`src/sv/two_class_busy_interval_union_core_defines.svh`:
```
// ----------------------------------------------------------------------------
// Two-class busy interval union core: assertion macros
// Clocked on clk, disabled while rst is high.
// ----------------------------------------------------------------------------
`ifndef TWO_CLASS_BUSY_INTERVAL_UNION_CORE_DEFINES_SVH
`define TWO_CLASS_BUSY_INTERVAL_UNION_CORE_DEFINES_SVH

// same-cycle implication
`define TCBIU_ASSERT_IMP(lbl, ante, cons, msg) \
  lbl: assert property (@(posedge clk) disable iff (rst) (ante) |-> (cons)) \
    else $error(msg);

// next-cycle implication
`define TCBIU_ASSERT_NXT(lbl, ante, cons, msg) \
  lbl: assert property (@(posedge clk) disable iff (rst) (ante) |=> (cons)) \
    else $error(msg);

`endif

```
`src/sv/tcbiu_pkg.sv`:
```
// ----------------------------------------------------------------------------
// tcbiu_pkg
// Types and constants of the two-class busy interval union core.
// ----------------------------------------------------------------------------
package tcbiu_pkg;

  localparam int unsigned TS_W             = 64;
  localparam int unsigned ACT_W            = 8;
  localparam int unsigned ACT_LIMIT        = (1 << ACT_W) - 1;
  localparam int unsigned DEF_MAX_INFLIGHT = 255;

  localparam logic MODE_ENTER = 1'b0;
  localparam logic MODE_EXIT  = 1'b1;

  typedef enum logic [1:0] {
    ERR_OK         = 2'd0,
    ERR_EMPTY_EXIT = 2'd1,
    ERR_SATURATED  = 2'd2
  } evt_err_t;

  typedef struct packed {
    logic            mode;
    logic            class_a;
    logic [TS_W-1:0] timestamp_ns;
  } evt_item_t;

  typedef struct packed {
    logic [TS_W-1:0]  a_busy_ns;
    logic [TS_W-1:0]  b_busy_ns;
    logic [TS_W-1:0]  overlap_ns;
    logic [TS_W-1:0]  a_ops;
    logic [TS_W-1:0]  b_ops;
    logic [ACT_W-1:0] a_peak;
    logic [ACT_W-1:0] b_peak;
    logic [ACT_W-1:0] a_inflight;
    logic [ACT_W-1:0] b_inflight;
    logic [1:0]       event_error;
  } rpt_item_t;

endpackage

```
`src/sv/tcbiu_stream_if.sv`:
```
// ----------------------------------------------------------------------------
// tcbiu_stream_if
// Valid/ready channel carrying one payload per transfer.
// ----------------------------------------------------------------------------
interface tcbiu_stream_if #(
  parameter type payload_t = logic
);
  logic     valid;
  logic     ready;
  payload_t data;

  modport source (output valid, output data, input ready);
  modport sink (input valid, input data, output ready);
endinterface

```
`src/sv/two_class_busy_interval_union_core.sv`:
```
// ----------------------------------------------------------------------------
// two_class_busy_interval_union_core
// Busy-time monitor for two overlapping operation classes: union busy time
// per class, overlap time, enter counts, in-flight and peak depth.
//
//   channel  dir  payload      per transfer
//   evt      in   evt_item_t   one enter/exit event
//   rpt      out  rpt_item_t   counters after that event
//
// One event per cycle sustained while rpt is not stalled; each event passes
// the input register, then the state update and result register.
// The state update is a single pass: a 64-bit subtract and add per accumulator.
// rst (synchronous) clears all counters and start stamps.
// A stalled rpt holds its result; evt stays open while the input register
// can move on.
// ----------------------------------------------------------------------------
`include "two_class_busy_interval_union_core_defines.svh"

module two_class_busy_interval_union_core
  import tcbiu_pkg::*;
#(
  parameter int unsigned MAX_INFLIGHT = DEF_MAX_INFLIGHT
) (
  input  logic          clk,
  input  logic          rst,
  tcbiu_stream_if.sink   evt,
  tcbiu_stream_if.source rpt
);

  localparam logic [ACT_W-1:0] CAP =
    ACT_W'((MAX_INFLIGHT > ACT_LIMIT) ? ACT_LIMIT : MAX_INFLIGHT);
  localparam logic [ACT_W-1:0] ACT_ONE = ACT_W'(1);
  localparam logic [TS_W-1:0]  CNT_ONE = TS_W'(1);

  logic      item_v;
  evt_item_t item;
  logic      rpt_v;
  rpt_item_t rpt_q;
  logic      adv;

  logic [ACT_W-1:0] a_active, b_active, a_max, b_max;
  logic [TS_W-1:0]  a_start, b_start, ovl_start;
  logic [TS_W-1:0]  a_total, b_total, both_total, a_count, b_count;

  logic [ACT_W-1:0] a_active_next, b_active_next, a_max_next, b_max_next;
  logic [TS_W-1:0]  a_start_next, b_start_next, ovl_start_next;
  logic [TS_W-1:0]  a_total_next, b_total_next, both_total_next;
  logic [TS_W-1:0]  a_count_next, b_count_next;

  logic [ACT_W-1:0] sel_act, sel_act_upd, sel_peak;
  logic [TS_W-1:0]  sel_start, sel_total, sel_total_upd, ts;
  logic             is_enter, act_inc, act_dec, pre_both, now_both;
  evt_err_t         err;

  assign adv       = item_v && (!rpt_v || rpt.ready);
  assign evt.ready = !item_v || adv;
  assign rpt.valid = rpt_v;
  assign rpt.data  = rpt_q;

  // input register
  always_ff @(posedge clk) begin
    if (rst) begin
      item_v <= 1'b0;
    end else if (evt.ready) begin
      item_v <= evt.valid;
    end
    if (evt.valid && evt.ready) begin
      item <= evt.data;
    end
  end

  // event update
  always_comb begin
    ts        = item.timestamp_ns;
    is_enter  = (item.mode == MODE_ENTER);
    sel_act   = item.class_a ? a_active : b_active;
    sel_peak  = item.class_a ? a_max : b_max;
    sel_start = item.class_a ? a_start : b_start;
    sel_total = item.class_a ? a_total : b_total;

    act_inc = is_enter && (sel_act < CAP);
    act_dec = !is_enter && (sel_act != '0);

    if (act_inc) begin
      sel_act_upd = sel_act + ACT_ONE;
    end else if (act_dec) begin
      sel_act_upd = sel_act - ACT_ONE;
    end else begin
      sel_act_upd = sel_act;
    end

    sel_total_upd = sel_total + (ts - sel_start);

    a_active_next = item.class_a ? sel_act_upd : a_active;
    b_active_next = item.class_a ? b_active : sel_act_upd;
    pre_both      = (a_active != '0) && (b_active != '0);
    now_both      = (a_active_next != '0) && (b_active_next != '0);

    a_max_next      = a_max;
    b_max_next      = b_max;
    a_start_next    = a_start;
    b_start_next    = b_start;
    a_total_next    = a_total;
    b_total_next    = b_total;
    a_count_next    = a_count;
    b_count_next    = b_count;
    ovl_start_next  = ovl_start;
    both_total_next = both_total;

    if (is_enter) begin
      if (item.class_a) begin
        a_count_next = a_count + CNT_ONE;
      end else begin
        b_count_next = b_count + CNT_ONE;
      end
    end

    if (act_inc && sel_act_upd > sel_peak) begin
      if (item.class_a) begin
        a_max_next = sel_act_upd;
      end else begin
        b_max_next = sel_act_upd;
      end
    end

    if (act_inc && sel_act == '0) begin
      if (item.class_a) begin
        a_start_next = ts;
      end else begin
        b_start_next = ts;
      end
    end

    if (act_dec && sel_act_upd == '0 && sel_start != '0) begin
      if (item.class_a) begin
        a_total_next = sel_total_upd;
      end else begin
        b_total_next = sel_total_upd;
      end
    end

    if (is_enter && !pre_both && now_both) begin
      ovl_start_next = ts;
    end
    if (act_dec && pre_both && !now_both && ovl_start != '0) begin
      both_total_next = both_total + (ts - ovl_start);
    end

    if (is_enter && !act_inc) begin
      err = ERR_SATURATED;
    end else if (!is_enter && !act_dec) begin
      err = ERR_EMPTY_EXIT;
    end else begin
      err = ERR_OK;
    end
  end

  // state and result register
  always_ff @(posedge clk) begin
    if (rst) begin
      a_active   <= '0;
      b_active   <= '0;
      a_start    <= '0;
      b_start    <= '0;
      ovl_start  <= '0;
      a_total    <= '0;
      b_total    <= '0;
      both_total <= '0;
      a_count    <= '0;
      b_count    <= '0;
      a_max      <= '0;
      b_max      <= '0;
      rpt_v      <= 1'b0;
    end else begin
      if (adv) begin
        a_active   <= a_active_next;
        b_active   <= b_active_next;
        a_start    <= a_start_next;
        b_start    <= b_start_next;
        ovl_start  <= ovl_start_next;
        a_total    <= a_total_next;
        b_total    <= b_total_next;
        both_total <= both_total_next;
        a_count    <= a_count_next;
        b_count    <= b_count_next;
        a_max      <= a_max_next;
        b_max      <= b_max_next;
        rpt_v      <= 1'b1;
      end else if (rpt.ready) begin
        rpt_v <= 1'b0;
      end
    end
  end

  always_ff @(posedge clk) begin
    if (adv) begin
      rpt_q.a_busy_ns   <= a_total_next;
      rpt_q.b_busy_ns   <= b_total_next;
      rpt_q.overlap_ns  <= both_total_next;
      rpt_q.a_ops       <= a_count_next;
      rpt_q.b_ops       <= b_count_next;
      rpt_q.a_peak      <= a_max_next;
      rpt_q.b_peak      <= b_max_next;
      rpt_q.a_inflight  <= a_active_next;
      rpt_q.b_inflight  <= b_active_next;
      rpt_q.event_error <= err;
    end
  end

  `TCBIU_ASSERT_IMP(a_cap_chk, 1'b1, (a_active <= CAP) && (b_active <= CAP), "above cap")
  `TCBIU_ASSERT_IMP(peak_chk, 1'b1, (a_max >= a_active) && (b_max >= b_active), "peak low")
  `TCBIU_ASSERT_NXT(adv_chk, adv, rpt.valid, "advanced event produced no result")
  `TCBIU_ASSERT_NXT(sat_chk, adv && err == ERR_SATURATED, $stable({a_active, b_active}), "moved")

endmodule

```
`src/flat_wrapper.sv`:
```
// flat-port wrapper written by rule: the top's interface ports become plain ports
module two_class_busy_interval_union_core_flat import tcbiu_pkg::*;
#(
  parameter int unsigned MAX_INFLIGHT = DEF_MAX_INFLIGHT
)
  (clk, rst, evt_valid, evt_data, evt_ready, rpt_valid, rpt_data, rpt_ready);
  tcbiu_stream_if #(.payload_t(evt_item_t)) evt_i ();
  tcbiu_stream_if #(.payload_t(rpt_item_t)) rpt_i ();
  input  logic clk;
  input  logic rst;
  input wire logic [$bits(evt_i.valid)-1:0] evt_valid;
  input wire logic [$bits(evt_i.data)-1:0] evt_data;
  output wire logic [$bits(evt_i.ready)-1:0] evt_ready;
  output wire logic [$bits(rpt_i.valid)-1:0] rpt_valid;
  output wire logic [$bits(rpt_i.data)-1:0] rpt_data;
  input wire logic [$bits(rpt_i.ready)-1:0] rpt_ready;
  assign evt_i.valid = evt_valid;
  assign evt_i.data = evt_data;
  assign evt_ready = evt_i.ready;
  assign rpt_valid = rpt_i.valid;
  assign rpt_data = rpt_i.data;
  assign rpt_i.ready = rpt_ready;
  two_class_busy_interval_union_core #(.MAX_INFLIGHT(MAX_INFLIGHT)) u_core (.clk(clk), .rst(rst), .evt(evt_i), .rpt(rpt_i));
endmodule
```
`config.mk`:
```
export PLATFORM = sky130hd
export DESIGN_NAME = two_class_busy_interval_union_core_flat
export DESIGN_NICKNAME = d
export VERILOG_FILES = /design/src/sv/tcbiu_pkg.sv /design/src/sv/tcbiu_stream_if.sv /design/src/sv/two_class_busy_interval_union_core.sv /design/src/flat_wrapper.sv
export VERILOG_INCLUDE_DIRS = /design/src /design/src/sv
export SDC_FILE = /design/constraint.sdc
export NUM_CORES = 2
export LEC_CHECK = 0
export BUFFER_PORTS_ARGS = -buffer_cell sky130_fd_sc_hd__clkbuf_2
export CAP_MARGIN = 20
export CORE_MARGIN = 10
export CORE_UTILIZATION = 60
export DETAILED_ROUTE_END_ITERATION = 7
export MAX_ROUTING_LAYER = met4
export PLACE_DENSITY_LB_ADDON = 0.05
export SLEW_MARGIN = 40
export SYNTH_ARGS = -nofsm -noshare
export SYNTH_HDL_FRONTEND = slang
export SYNTH_SLANG_ARGS = --single-unit
```
`constraint.sdc`:
```
create_clock -name clk -period 16.6 [get_ports clk]
set_input_delay 3.32 -clock clk [delete_from_list [all_inputs] [get_ports clk]]
set_output_delay 3.32 -clock clk [all_outputs]
set_load 0.01 [all_outputs]
```
==> run metrics <==
initial antenna violation count=3; CTS Sinks=966; post-synth top area share=24.25%; routed wl met2=76650 um; crit end category=output pin; row count=107; via-per-instance ratio=5.853; Die X=314.4 um; worst slew pin tran=871.1 ps; WL met3=8014 um; Min-Delay Path Depth=2; Req. time, crit path=13280 ps; area of the core=0.08555 mm2; CP most frequent cell=clkbuf_2; Post-Syn Area=0.05201 mm2; # IOs=426; TritonCTS Buffers=101; Clock transition at path regs=60 ps; worst path buffer plus inverter count=2; Via Count=41378; final core utilization=68.01%; CTS Hold Bufs=0; ys async rst share=0%; P_leak=22.93 nW; period utilisation layout=43.27%; ratio of cells with drive above 1 in the final layout=13.01%; EDFF count, synth=420; synthesized area per cell=9.357 um2; Die Footprint=0.09887 mm2; post-cts resize count=0; Final Skew=40.57 ps; Clock Tree Buf Depth=3; IO buf count=425; logic depth of the worst register-to-register path=16; wl on met1=58200 um; worst path arrival time=3860 ps; largest net degree at the start of global routing=170; total negative slack=0 ps; GRT Total Usage=30.52%; first-pass GRT wire length=230200 um; Netlist cell types=100; RSZ-0062 raised after global routing=no; commonest non-fill, non-tap cell in the layout=nand2_1; P&R area growth vs syn=11.86%; Post-CTS Setup Bufs=0; Iteration-0 DRC Markers=3337; Worst path slowest cell=nor2b_1; initial cell density of the core=60.80%; Remaining Overflow, GRT=0; synth top area cells=edfxtp_1, dfxtp_1, nand2_1, fa_1, a21oi_1; nets@finish=6172; setup violators final=0; #FFs+latches synth=966; vias in the first global route=40290; status=finished, final reports clean; Seq/Total Area, Yosys=45.26%; max-capacitance violation count=0; hold slack=458.7 ps; CP Depth=4; Ys Warns=0; Critical Path, Cell by Cell=clkbuf_2 > nor2b_1 > nand2_1 > clkbuf_2; WS Path Type=in -> out; HPWL Detailed=112000 um; Synth Flop Type=dfxtp_1; drc violations=0; Crit path max-delay family=simple AND/OR/NAND/NOR gates; Rel. slew slack=41.31%; PD cells=99.97 mW/mm2; antenna viol nets, final=0; routed len/inst=21.42 um; DRT Pass-1 Iters=8; Post-Synthesis Net Count=5896; clk_lat worst skew=700 ps; RD Place Congestion=0.9823; Gate Count Post-Synth=5559; most frequent cells in the layout=nand2_1, dfxtp_1, inv_1; H-tree levels=3; min cycle time layout=7183 ps; element type at the critical path start=primary input; die height=314.4 um; highest achievable clock rate=139.2 MHz; Max Slew Vio Count=0; leading area contributor after synthesis=edfxtp_1; CTS tree=built; Highest Signal Layer=met4; Fin. Hold Viols=0; WL final=151400 um; CTS root buf=clkbuf_16; Max IR drop VDD=89.54 uV; critical path fanouts, max=4; CP peak stage delay=220 ps; Hold Crit Class=reg -> reg
==> sequential cells by signal (all words and copies together) (netlist names), 64 cells and up <==
| name | count |
|---|---|
| u_core.rpt.data | 354 |
| u_core.ts | 64 |
| u_core.a_start | 64 |
| u_core.ovl_start | 64 |
| u_core.b_start | 64 |
| u_core.b_total | 64 |
| u_core.a_count | 64 |
| u_core.b_count | 64 |
| u_core.a_total | 64 |
| u_core.both_total | 64 |
==> worst register-to-register path, stage by stage (launching register included) <==
cell      delay, ps
edfxtp_1        320
buf_4           390
buf_6           650
mux2i_1         630
fa_1            490
inv_1            70
ha_1            290
a21oi_1         310
o21ai_0         140
a221oi_1        420
a31oi_1         260
a31oi_1         480
o31ai_1         260
a21oi_1         680
o21ai_0         340
xnor2_1         260
o21ai_0         110
==> path summary, 6_finish.rpt <==
kind              slack [ps]               from                    to
setup / recovery        9420          rpt_ready             evt_ready
setup reg to reg       10210    u_core.item[64]  u_core.rpt.data[342]
hold reg to reg          460  u_core.b_start[0]     u_core.b_start[0]
hold / removal           460  u_core.b_start[0]     u_core.b_start[0]
==> cell families after synthesis <==
kind of cell / Yosys count / share of synthesized area [%]
AOI/OAI and AO/OA: 1049 / 11.85
muxes: 314 / 6.377
DFF: 966 / 45.26
buffers and inverters: 744 / 5.600
xor gates and xnor gates: 360 / 6.076
and+or+nand+nor: 1859 / 16.60
adders and majority gates: 267 / 8.241
==> final cells by class <==
cell class	count	area (um2)
fillers	6971	27370
multi-input cells	3849	25670
flip-flops and latches	966	23540
clock buffers	145	2863
repair buffers	459	2511
inverters	458	1727
well taps	1144	1431
clock inverters	47	436.7
diodes	1	2.502
==> through the flow <==
| stage | std cells | worst slack [ps] | total power [mW] | instance area, um2 |
|---|---|---|---|---|
| 2_1_floorplan | 5559 | 1757 | 3.317 | 52010 |
| 3_3_place_gp | 6873 | 9426 | 3.594 | 54730 |
| 3_5_place_dp | 6873 | 9418 | 3.599 | 54790 |
| 4_1_cts | 7065 | 9411 | 5.835 | 58090 |
| 5_1_grt | 7068 | 9342 | 6.036 | 58180 |
| 6_report | 7069 | 9417 | 5.817 | 58180 |
==> synthesized netlist by cell type, drive strengths merged, types with 22 or more instances <==
| cell | n |
|---|---|
| nand2b | 70 |
| a211oi | 33 |
| and2 | 23 |
| mux2i | 205 |
| nand3 | 91 |
| xor2 | 169 |
| inv | 458 |
| a21oi | 443 |
| o21bai | 28 |
| xnor2 | 191 |
| o21a | 22 |
| and3 | 38 |
| o21ai | 294 |
| nand4 | 90 |
| a21o | 58 |
| edfxtp | 420 |
| mux2 | 109 |
| buf | 60 |
| nor2 | 447 |
| ha | 141 |
| dfxtp | 546 |
| nor4 | 64 |
| fa | 126 |
| nor3 | 109 |
| nor2b | 44 |
| or3 | 63 |
| clkbuf | 226 |
| nand2 | 756 |
==> report_power, final <==
part / switching [mW] / internal (mW)
clock network: 0.967 / 1.28
logic: 0.633 / 0.335
registers: 0.0505 / 2.55
total: 1.65 / 4.17
==> layer usage <==
metal,vias up,GRT usage [%]
met5,-,-
met4,0,15.12
li1,19669,-
met3,403,4.357
met2,1382,52.70
met1,19924,34.43
No activity file was read; power rests on OpenSTA's default activity.
